<file path="src/eims_pkg.sv">
// ----------------------------------------------------------------------------
// eims_pkg
// Shared widths, codes, command and status bundles, and the timebase tables
// of the edge interval measurement and scaling block.
// ----------------------------------------------------------------------------
package eims_pkg;

  // Width of the capture counter that the timestamps come from.
  localparam int TIME_WIDTH = 32;
  // Width of the scaled interval and of the 32-bit registers.
  localparam int VAL_W = 32;
  localparam int REG_W = 32;
  // Width of the largest timebase multiplier (15625).
  localparam int MUL_W = 14;
  // Width of the divisor: the bit period register.
  localparam int DIVISOR_W = REG_W;
  // Product of interval and multiplier.
  localparam int PROD_W = TIME_WIDTH + MUL_W;
  // Scaled value plus half a bit period, formed without wrap.
  localparam int ROUND_W = VAL_W + 1;
  // Dividend register of the rounding divider.
  localparam int DIV_W = ROUND_W;
  // Step counter of the rounding divider.
  localparam int CNT_W = $clog2(DIV_W + 1);
  // Width of the right shift applied to the product.
  localparam int SHIFT_W = 3;

  // One tick is 15625 ps. Per nanosecond this reduces to 125 / 8 and per
  // microsecond to 1 / 64, so the timebase divisions are plain shifts.
  localparam logic [MUL_W-1:0]   MUL_PS   = MUL_W'(15625);
  localparam logic [MUL_W-1:0]   MUL_NS   = MUL_W'(125);
  localparam logic [SHIFT_W-1:0] SHIFT_NS = SHIFT_W'(3);
  localparam logic [SHIFT_W-1:0] SHIFT_US = SHIFT_W'(6);

  typedef enum logic [1:0] {
    ACT_START = 2'd0,
    ACT_EDGE  = 2'd1,
    ACT_TICK  = 2'd2
  } action_e;

  typedef enum logic [1:0] {
    STATUS_OK      = 2'd0,
    STATUS_LOST    = 2'd1,
    STATUS_NO_EDGE = 2'd2
  } status_e;

  typedef enum logic [1:0] {
    UNIT_TICKS = 2'd0,
    UNIT_PS    = 2'd1,
    UNIT_NS    = 2'd2,
    UNIT_US    = 2'd3
  } unit_e;

  typedef enum logic [1:0] {
    REG_UNIT_SELECT = 2'd0,
    REG_BIT_PERIOD  = 2'd1,
    REG_TIMEOUT     = 2'd2
  } reg_idx_e;

  typedef enum logic [3:0] {
    ST_IDLE,
    ST_MUL,
    ST_UNIT,
    ST_ROUND,
    ST_DIV_BIT,
    ST_EMIT_LOST,
    ST_EMIT_VAL,
    ST_EMIT_NO_EDGE
  } state_e;

  // Commands from the controller to the datapath.
  typedef struct packed {
    logic     ld_start;
    logic     ld_edge;
    logic     ld_tick;
    logic     mul;
    logic     div_load;
    logic     div_step;
    logic     val_from_prod;
    logic     val_from_quot;
    logic     out_load;
    status_e  out_status;
    logic     out_last;
  } cmd_t;

  // Status from the datapath to the controller.
  typedef struct packed {
    logic level_same;
    logic tick_timeout;
    logic bit_round;
    logic div_busy;
    logic out_free;
  } sts_t;

  // Multiplier of the selected timebase.
  function automatic logic [MUL_W-1:0] unit_mul(input unit_e sel);
    logic [MUL_W-1:0] m;
    case (sel)
      UNIT_PS: m = MUL_PS;
      UNIT_NS: m = MUL_NS;
      default: m = MUL_W'(1);
    endcase
    return m;
  endfunction

  // Right shift of the product for the selected timebase.
  function automatic logic [SHIFT_W-1:0] unit_shift(input unit_e sel);
    logic [SHIFT_W-1:0] s;
    case (sel)
      UNIT_NS: s = SHIFT_NS;
      UNIT_US: s = SHIFT_US;
      default: s = SHIFT_W'(0);
    endcase
    return s;
  endfunction

endpackage

</file>
<file path="src/eims_datapath.sv">
// ----------------------------------------------------------------------------
// eims_datapath
// Holds the configuration registers, the edge reference, the timeout counter,
// the multiply and shift stage, a restoring divider for rounding to bit
// periods and the result register.
// ----------------------------------------------------------------------------
module eims_datapath (
  input  logic                           clk_i,
  input  logic                           rst_ni,
  input  eims_pkg::cmd_t                 cmd_i,
  output eims_pkg::sts_t                 sts_o,
  input  logic [eims_pkg::REG_W-1:0]     timestamp_i,
  input  logic                           level_i,
  input  logic                           cfg_valid_i,
  input  logic [1:0]                     cfg_index_i,
  input  logic [eims_pkg::REG_W-1:0]     cfg_data_i,
  output logic                           out_valid_o,
  input  logic                           out_stall_i,
  output logic [1:0]                     status_o,
  output logic [eims_pkg::VAL_W-1:0]     interval_o,
  output logic                           last_o
);

  localparam int TW = eims_pkg::TIME_WIDTH;
  localparam int DW = eims_pkg::DIV_W;
  localparam int SW = eims_pkg::DIVISOR_W;

  // Configuration registers.
  eims_pkg::unit_e              unit_q;
  logic [eims_pkg::REG_W-1:0]   bit_period_q;
  logic [eims_pkg::REG_W-1:0]   timeout_q;

  // Measurement state.
  logic [TW-1:0]                ref_q;
  logic                         level_q;
  logic [eims_pkg::REG_W-1:0]   wait_q;
  logic [eims_pkg::REG_W-1:0]   wait_inc;
  logic                         timeout_hit;

  // Arithmetic registers.
  logic [TW-1:0]                stamp;
  logic [TW-1:0]                delta_q;
  logic [eims_pkg::PROD_W-1:0]  prod_q;
  logic [eims_pkg::VAL_W-1:0]   value_q;
  logic [eims_pkg::ROUND_W-1:0] round_sum;

  // Divider registers.
  logic [DW-1:0]                dvd_q, dvd_d;
  logic [SW-1:0]                rem_q, rem_d;
  logic [SW-1:0]                dsr_q, dsr_d;
  logic [eims_pkg::CNT_W-1:0]   cnt_q, cnt_d;
  logic [SW:0]                  shifted;
  logic [SW:0]                  diff;
  logic                         fits;

  // Result register.
  logic                         out_valid_q;
  eims_pkg::status_e            status_q;
  logic [eims_pkg::VAL_W-1:0]   interval_q;
  logic                         last_q;
  logic                         out_free;

  assign stamp = timestamp_i[TW-1:0];

  // Saturating tick count and the timeout compare.
  assign wait_inc    = (wait_q == '1) ? wait_q : wait_q + eims_pkg::REG_W'(1);
  assign timeout_hit = wait_inc > timeout_q;

  // Scaled value plus half a bit period, one bit wider so that it cannot wrap.
  assign round_sum = eims_pkg::ROUND_W'(value_q) + eims_pkg::ROUND_W'(bit_period_q >> 1);

  assign out_free = !out_valid_q || !out_stall_i;

  // Status toward the controller.
  always_comb begin
    sts_o.level_same   = (level_i == level_q);
    sts_o.tick_timeout = timeout_hit;
    sts_o.bit_round    = bit_period_q > eims_pkg::REG_W'(1);
    sts_o.div_busy     = cnt_q != '0;
    sts_o.out_free     = out_free;
  end

  // Configuration writes; an index past the register list is dropped.
  always_ff @(posedge clk_i or negedge rst_ni) begin
    if (!rst_ni) begin
      unit_q       <= eims_pkg::UNIT_TICKS;
      bit_period_q <= eims_pkg::REG_W'(1);
      timeout_q    <= '1;
    end else if (cfg_valid_i) begin
      case (cfg_index_i)
        eims_pkg::REG_UNIT_SELECT: unit_q       <= eims_pkg::unit_e'(cfg_data_i[1:0]);
        eims_pkg::REG_BIT_PERIOD:  bit_period_q <= cfg_data_i;
        eims_pkg::REG_TIMEOUT:     timeout_q    <= cfg_data_i;
        default: ;
      endcase
    end
  end

  // Reference time, previous level and tick count.
  always_ff @(posedge clk_i or negedge rst_ni) begin
    if (!rst_ni) begin
      ref_q   <= '0;
      level_q <= 1'b0;
      wait_q  <= '0;
    end else if (cmd_i.ld_start || cmd_i.ld_edge) begin
      ref_q   <= stamp;
      level_q <= level_i;
      wait_q  <= '0;
    end else if (cmd_i.ld_tick) begin
      wait_q  <= timeout_hit ? '0 : wait_inc;
    end
  end

  // Interval, product and scaled value; the timebase division is a shift.
  always_ff @(posedge clk_i) begin
    if (cmd_i.ld_edge) begin
      delta_q <= stamp - ref_q;
    end
    if (cmd_i.mul) begin
      prod_q <= eims_pkg::PROD_W'(delta_q) * eims_pkg::PROD_W'(eims_pkg::unit_mul(unit_q));
    end
    if (cmd_i.val_from_prod) begin
      value_q <= eims_pkg::VAL_W'(prod_q >> eims_pkg::unit_shift(unit_q));
    end else if (cmd_i.val_from_quot) begin
      value_q <= dvd_q[eims_pkg::VAL_W-1:0];
    end
  end

  // One restoring step: the quotient bits shift in at the bottom of the dividend.
  assign shifted = {rem_q, dvd_q[DW-1]};
  assign diff    = shifted - {1'b0, dsr_q};
  assign fits    = shifted >= {1'b0, dsr_q};

  always_comb begin
    dvd_d = dvd_q;
    rem_d = rem_q;
    dsr_d = dsr_q;
    cnt_d = cnt_q;
    if (cmd_i.div_load) begin
      rem_d = '0;
      dvd_d = round_sum;
      dsr_d = bit_period_q;
      cnt_d = eims_pkg::CNT_W'(DW);
    end else if (cmd_i.div_step) begin
      rem_d = fits ? diff[SW-1:0] : shifted[SW-1:0];
      dvd_d = {dvd_q[DW-2:0], fits};
      cnt_d = cnt_q - eims_pkg::CNT_W'(1);
    end
  end

  always_ff @(posedge clk_i or negedge rst_ni) begin
    if (!rst_ni) begin
      cnt_q <= '0;
    end else begin
      cnt_q <= cnt_d;
    end
  end

  always_ff @(posedge clk_i) begin
    dvd_q <= dvd_d;
    rem_q <= rem_d;
    dsr_q <= dsr_d;
  end

  // Result register: a new result is loaded only when the slot frees up.
  always_ff @(posedge clk_i or negedge rst_ni) begin
    if (!rst_ni) begin
      out_valid_q <= 1'b0;
    end else if (cmd_i.out_load) begin
      out_valid_q <= 1'b1;
    end else if (!out_stall_i) begin
      out_valid_q <= 1'b0;
    end
  end

  always_ff @(posedge clk_i) begin
    if (cmd_i.out_load) begin
      status_q   <= cmd_i.out_status;
      interval_q <= (cmd_i.out_status == eims_pkg::STATUS_OK) ? value_q : '0;
      last_q     <= cmd_i.out_last;
    end
  end

  assign out_valid_o = out_valid_q;
  assign status_o    = status_q;
  assign interval_o  = interval_q;
  assign last_o      = last_q;

endmodule

</file>
<file path="src/eims_ctrl.sv">
// ----------------------------------------------------------------------------
// eims_ctrl
// Sequencer of the block: accepts one request at a time, steps the datapath
// through multiply, timebase shift, rounding to bit periods and result
// delivery.
// ----------------------------------------------------------------------------
module eims_ctrl (
  input  logic           clk_i,
  input  logic           rst_ni,
  input  logic           in_valid_i,
  output logic           in_stall_o,
  input  logic [1:0]     action_i,
  input  eims_pkg::sts_t sts_i,
  output eims_pkg::cmd_t cmd_o
);

  eims_pkg::state_e state_q, state_d;
  logic             lost_q, lost_d;
  logic             accept;

  // Requests are taken only while the sequencer waits for work.
  assign in_stall_o = (state_q != eims_pkg::ST_IDLE);
  assign accept     = in_valid_i && !in_stall_o;

  always_ff @(posedge clk_i or negedge rst_ni) begin
    if (!rst_ni) begin
      state_q <= eims_pkg::ST_IDLE;
      lost_q  <= 1'b0;
    end else begin
      state_q <= state_d;
      lost_q  <= lost_d;
    end
  end

  // Next state and datapath commands.
  always_comb begin
    state_d = state_q;
    lost_d  = lost_q;
    cmd_o   = '0;
    unique case (state_q)
      eims_pkg::ST_IDLE: begin
        if (accept) begin
          case (action_i)
            eims_pkg::ACT_START: begin
              cmd_o.ld_start = 1'b1;
            end
            eims_pkg::ACT_EDGE: begin
              cmd_o.ld_edge = 1'b1;
              lost_d        = sts_i.level_same;
              state_d       = eims_pkg::ST_MUL;
            end
            eims_pkg::ACT_TICK: begin
              cmd_o.ld_tick = 1'b1;
              if (sts_i.tick_timeout) begin
                state_d = eims_pkg::ST_EMIT_NO_EDGE;
              end
            end
            default: ;
          endcase
        end
      end
      eims_pkg::ST_MUL: begin
        cmd_o.mul = 1'b1;
        state_d   = eims_pkg::ST_UNIT;
      end
      eims_pkg::ST_UNIT: begin
        cmd_o.val_from_prod = 1'b1;
        state_d             = eims_pkg::ST_ROUND;
      end
      eims_pkg::ST_ROUND: begin
        if (sts_i.bit_round) begin
          cmd_o.div_load = 1'b1;
          state_d        = eims_pkg::ST_DIV_BIT;
        end else begin
          state_d = lost_q ? eims_pkg::ST_EMIT_LOST : eims_pkg::ST_EMIT_VAL;
        end
      end
      eims_pkg::ST_DIV_BIT: begin
        if (sts_i.div_busy) begin
          cmd_o.div_step = 1'b1;
        end else begin
          cmd_o.val_from_quot = 1'b1;
          state_d = lost_q ? eims_pkg::ST_EMIT_LOST : eims_pkg::ST_EMIT_VAL;
        end
      end
      eims_pkg::ST_EMIT_LOST: begin
        if (sts_i.out_free) begin
          cmd_o.out_load   = 1'b1;
          cmd_o.out_status = eims_pkg::STATUS_LOST;
          cmd_o.out_last   = 1'b0;
          state_d          = eims_pkg::ST_EMIT_VAL;
        end
      end
      eims_pkg::ST_EMIT_VAL: begin
        if (sts_i.out_free) begin
          cmd_o.out_load   = 1'b1;
          cmd_o.out_status = eims_pkg::STATUS_OK;
          cmd_o.out_last   = 1'b1;
          state_d          = eims_pkg::ST_IDLE;
        end
      end
      eims_pkg::ST_EMIT_NO_EDGE: begin
        if (sts_i.out_free) begin
          cmd_o.out_load   = 1'b1;
          cmd_o.out_status = eims_pkg::STATUS_NO_EDGE;
          cmd_o.out_last   = 1'b1;
          state_d          = eims_pkg::ST_IDLE;
        end
      end
      default: begin
        state_d = eims_pkg::ST_IDLE;
      end
    endcase
  end

`ifndef SYNTHESIS
  // A result is never loaded over one that the receiver still holds off.
  a_load_into_free_slot: assert property (@(posedge clk_i) disable iff (!rst_ni)
    cmd_o.out_load |-> sts_i.out_free)
    else $error("result loaded while the output register was stalled");

  // The divider is stepped only while it has steps left.
  a_step_while_busy: assert property (@(posedge clk_i) disable iff (!rst_ni)
    cmd_o.div_step |-> sts_i.div_busy)
    else $error("divider stepped after its last step");

  // A lost-edge result is always followed by the interval of the same edge.
  a_lost_then_value: assert property (@(posedge clk_i) disable iff (!rst_ni)
    (cmd_o.out_load && cmd_o.out_status == eims_pkg::STATUS_LOST)
      |=> state_q == eims_pkg::ST_EMIT_VAL)
    else $error("lost-edge result not followed by its interval");

  // A freshly loaded division always has work to do on the next cycle.
  a_load_starts_div: assert property (@(posedge clk_i) disable iff (!rst_ni)
    cmd_o.div_load |=> sts_i.div_busy)
    else $error("division loaded with no steps");
`endif

endmodule

</file>
<file path="src/edge_interval_measure_scale_core.sv">
// ----------------------------------------------------------------------------
// edge_interval_measure_scale_core
// Measures the time between captured pin edges, scales it to the selected
// timebase, optionally rounds it to whole bit periods, and reports timeouts.
// ----------------------------------------------------------------------------
// Usage:
// Input requests (action, timestamp, level) arrive on in_valid_i and are
// taken on a clock edge with in_valid_i high and in_stall_o low. A start
// request loads the reference and gives no result; an edge request gives one
// result, or two when the level did not toggle (lost edge first, last low);
// a tick request gives a no-edge result when the timeout is exceeded.
// Results leave through a register on out_valid_o and are taken when
// out_stall_i is low; while the receiver stalls the result holds and the
// block waits before loading the next one.
// Start requests and ticks that do not time out finish in their accepting
// cycle; a tick that times out holds the input off until its no-edge result
// is loaded. An edge request holds the input off through the multiply,
// timebase shift, rounding check and result load, when the bit period is
// above one also through the 33 divider steps and the quotient load, and
// through one more result load for a lost edge; its interval is then on the
// output. Stalls by the receiver lengthen this. One request is in flight.
// Configuration writes on cfg_valid_i are always ready; the user must make them
// while the block is idle, which the block does not enforce. Reset clears the
// reference, level and tick count, and sets raw ticks, bit period 1, no timeout.
// ----------------------------------------------------------------------------
module edge_interval_measure_scale_core (
  input  logic                       clk_i,
  input  logic                       rst_ni,
  input  logic                       in_valid_i,
  output logic                       in_stall_o,
  input  logic [1:0]                 action_i,
  input  logic [eims_pkg::REG_W-1:0] timestamp_i,
  input  logic                       level_i,
  output logic                       out_valid_o,
  input  logic                       out_stall_i,
  output logic [1:0]                 status_o,
  output logic [eims_pkg::VAL_W-1:0] interval_o,
  output logic                       last_o,
  input  logic                       cfg_valid_i,
  output logic                       cfg_ready_o,
  input  logic [1:0]                 cfg_index_i,
  input  logic [eims_pkg::REG_W-1:0] cfg_data_i
);

  eims_pkg::cmd_t cmd;
  eims_pkg::sts_t sts;

  assign cfg_ready_o = 1'b1;

  // Sequencer.
  eims_ctrl u_ctrl (
    .clk_i      (clk_i),
    .rst_ni     (rst_ni),
    .in_valid_i (in_valid_i),
    .in_stall_o (in_stall_o),
    .action_i   (action_i),
    .sts_i      (sts),
    .cmd_o      (cmd)
  );

  // Registers, arithmetic and result register.
  eims_datapath u_datapath (
    .clk_i       (clk_i),
    .rst_ni      (rst_ni),
    .cmd_i       (cmd),
    .sts_o       (sts),
    .timestamp_i (timestamp_i),
    .level_i     (level_i),
    .cfg_valid_i (cfg_valid_i),
    .cfg_index_i (cfg_index_i),
    .cfg_data_i  (cfg_data_i),
    .out_valid_o (out_valid_o),
    .out_stall_i (out_stall_i),
    .status_o    (status_o),
    .interval_o  (interval_o),
    .last_o      (last_o)
  );

endmodule
</file>
<file path="config.mk">
export PLATFORM = sky130hd
export DESIGN_NAME = edge_interval_measure_scale_core
export DESIGN_NICKNAME = d
export VERILOG_FILES = /design/src/eims_pkg.sv /design/src/eims_datapath.sv /design/src/eims_ctrl.sv /design/src/edge_interval_measure_scale_core.sv
export SDC_FILE = /design/constraint.sdc
export NUM_CORES = 2
export LEC_CHECK = 0
export ABC_AREA = 1
export ABC_CLOCK_PERIOD_IN_PS = 6000
export BUFFER_PORTS_ARGS = -buffer_cell sky130_fd_sc_hd__buf_4
export CAP_MARGIN = 20
export CORE_MARGIN = 2
export CORE_UTILIZATION = 55
export DETAILED_ROUTE_END_ITERATION = 8
export PLACE_DENSITY = 0.82
export REMOVE_ABC_BUFFERS = 1
export SYNTH_ARGS = -nofsm -noshare
export SYNTH_HDL_FRONTEND = slang
export SYNTH_SLANG_ARGS = --single-unit
</file>
<file path="constraint.sdc">
create_clock -name clk_i -period 6 [get_ports clk_i]
set_input_delay 0.6 -clock clk_i [delete_from_list [all_inputs] [get_ports clk_i]]
set_output_delay 0.6 -clock clk_i [all_outputs]
set_load 0.02 [all_outputs]
</file>
==> flow_metrics.py <==
metrics = {
    "synthesis": {
        "synth_seq_cells": 377,
        "synth_top_area_share_pct": 17.7,
        "synth_area_per_cell_um2": 7.77,
        "async_flop_share_pct": 37.7,
        "syn-instance-count": 4442,
        "ys_types": 61,
        "yosysSeqAreaShare_pct": 30.0,
        "netlist_area_um2": 34500,
        "yosys.area.top_type": "edfxtp_1",
        "synth_area_leaders": "edfxtp_1, fa_1, nand2_1, inv_1, ha_1",
        "synth_top_flop_cell": "edfxtp_1",
        "yosysWarnings": 0,
        "synth_edf_count": 203,
    },
    "place": {
        "port_buffers": 110,
        "gp_congestion": 1.01,
        "numPlacedInstances": 5404,
        "dp_hpwl_mm": 75.4,
    },
    "clocking": {
        "cts_root_buffer": "clkbuf_16",
        "cts_sinks": 377,
        "clk_pin_slew_ns": 0.07,
        "cts_buffer_depth": 3,
        "clkLatencyLatePin_ns": 0.61,
        "cts_inserted_buffers": 43,
        "cts_tree": "yes",
        "cts_hold_buffers": 0,
        "htreeDepth": 2,
    },
    "finish": {
        "multi_input_area_um2": 20600,
        "drive_above_1_share_pct": 10.9,
        "regArea_um2": 10300,
        "mostFrequentLayoutCells": "nand2_1, inv_1, nor2_1",
        "area_delta_synth_final_pct": 12.6,
        "layout.nets": 5219,
        "layoutNonFillerInstCount": 5499,
        "layout_commonest_cell": "nand2_1",
        "fillers": 5280,
    },
    "floorplanning": {
        "coreArea_um2": 61800,
        "die_area_um2": 64700,
        "row_count": 91,
        "dieWidth_um": 254,
        "start_util_pct": 55.8,
        "io_pins": 112,
        "die_y_um": 254,
    },
    "route": {
        "wl_mm": 94.8,
        "detail-route-antenna-nets": 0,
        "wl_per_cell_um": 17.2,
        "dr.pass1.iters": 6,
        "drc": 0,
        "vias": 29600,
        "viasPerCell": 5.39,
        "drt-initial-drc-count": 2611,
    },
    "grt": {
        "grt_pass1_vias": 29100,
        "grt_overflow_total": 0,
        "grt_max_degree": 74,
        "antenna_found_initial": 1,
        "grt_first_pass_wirelength_mm": 149,
        "gr-usage-all-layers_pct": 29.3,
    },
    "critical_path": {
        "crit_required_ns": 6.33,
        "critical_path_class": "reg2reg",
        "cp-start-kind": "flip-flop",
        "crit_arrival_ns": 6.15,
        "path_max_fanout": 16,
        "crit_path_end_kind": "flip-flop",
    },
    "sta": {
        "setup_violations": 0,
        "finalClockSkew_ns": 0.0324,
        "finalMaxSlewViolations": 0,
        "period_needed_ns": 5.81,
        "hold_violations": 0,
        "tightestPinTransition_ns": 1.00,
        "hold_slack_ns": 0.0432,
        "rsz0062_at_grt": "yes",
        "finalCritPeriodShare_pct": 96.9,
        "relSlewSlack_pct": 32.9,
        "fmax_mhz": 172,
    },
    "hold_path": {
        "hold_class": "in2async",
    },
    "flow_run": {
        "drv_cap": 0,
    },
    "run_status": {
        "status": "finished clean",
    },
}
registers in the layout, summed over array words and instances (netlist names), 2 cells and up:
signal                   cells
u_datapath.ref_q            32
u_datapath.interval_o       32
u_datapath.delta_q          32
u_datapath.status_o          2
u_datapath.timeout_q        32
u_datapath.unit_q            2
u_datapath.rem_q            32
u_datapath.value_q          32
u_datapath.dvd_q            33
u_datapath.wait_q           32
u_datapath.cnt_q             6
u_datapath.dsr_q            32
u_datapath.prod_q           39
u_datapath.bit_period_q     32
u_ctrl.state_q               3
Yosys cell counts (all sizes together) (21+ instances only):
library cell,instances
nand2,1105
inv,946
nor2,310
o21ai,286
ha,280
nand3,244
fa,238
edfxtp,203
a21oi,177
dfrtp,109
xor2,94
nor3,56
buf,44
nand3b,41
nand4,41
clkbuf,40
dfstp,33
dfxtp,32
xnor2,32
o21bai,21
metrics by stage:
step / utilization, % / cell area, um^2 / TNS [ns] / worst slack [ns]
6_report: 62.8 / 38800 / 0 / 0.185
5_1_grt: 62.8 / 38800 / -0.222 / -0.0631
4_1_cts: 61.8 / 38200 / 0 / 0.00311
3_5_place_dp: 59.5 / 36800 / -0.121 / -0.0375
3_3_place_gp: 59.5 / 36800 / 0 / 0.00861
2_1_floorplan: - / 34100 / -2.25 / -0.219
worst paths after layout:
kind,startpoint,endpoint,slack [ns],cells after the start
min,rst_ni,u_datapath.ref_q[31]$_DFFE_PN0N_,0.04,1
max,u_datapath.unit_q[0]$_DFFE_PN0P_,u_datapath.prod_q[25]$_DFFE_PP_,0.19,23
min in group clk_i,timestamp_i[1],u_datapath.ref_q[1]$_DFFE_PN0N_,0.23,3
min reg2reg,u_datapath.rem_q[22]$_SDFFE_PP0P_,u_datapath.rem_q[22]$_SDFFE_PP0P_,0.47,2
max in group asynchronous,rst_ni,u_datapath.wait_q[14]$_DFFE_PN0P_,4.56,2
max reg2reg,u_datapath.unit_q[0]$_DFFE_PN0P_,u_datapath.prod_q[25]$_DFFE_PP_,0.19,23
critical path: stages, from the launching register on:
cell,delay [ns]
dfrtp_1,0.43
buf_6,0.14
inv_2,0.07
ha_4,0.18
buf_12,0.16
nand2_1,0.12
fa_1,0.55
inv_1,0.04
ha_1,0.31
fa_1,0.55
fa_1,0.44
fa_1,0.57
inv_1,0.06
fa_1,0.49
inv_1,0.04
ha_1,0.31
buf_4,0.15
nand2_1,0.10
nor2_2,0.16
inv_2,0.08
nor3_2,0.18
o21ai_1,0.12
nand4_1,0.18
xor2_2,0.11
routing by layer:
layer | vias to the layer above | GRT usage (%) | part of all wire [%]
met5 | - | 0 | 0
met4 | 0 | 10.8 | 4.2
met3 | 225 | 3.95 | 7.1
met2 | 1117 | 50.0 | 48
met1 | 13900 | 38.1 | 41
li1 | 14400 | - | -
cells by family after synthesis:
kind of cell | synth area share (%)
fa+ha+maj | 24.0
buf+inv | 11.6
xor+xnor | 3.20
simple gates | 22.5
flops | 30.0
compound gates | 8.76
mux | 0.0943
other cells | 0.0109
area by class of cell:
cell class,instances,area share (%)
inverter,949,9.17
sequential,377,26.6
clock buffer,56,3.13
timing repair buffer,224,4.68
clock inverter,23,0.554
multi-input combinational,3032,53.2
tap,837,2.70
antenna,1,0.00644
timing repair:
item,in CTS,in global routing
setup buffers,0,8
resized for setup,4,138
cloned,0,4
setup endpoints to repair,7,24
pin swaps,0,26
Power is not shown: default switching activity piles up to over one toggle a cycle in this logic, so the estimate is an artifact.
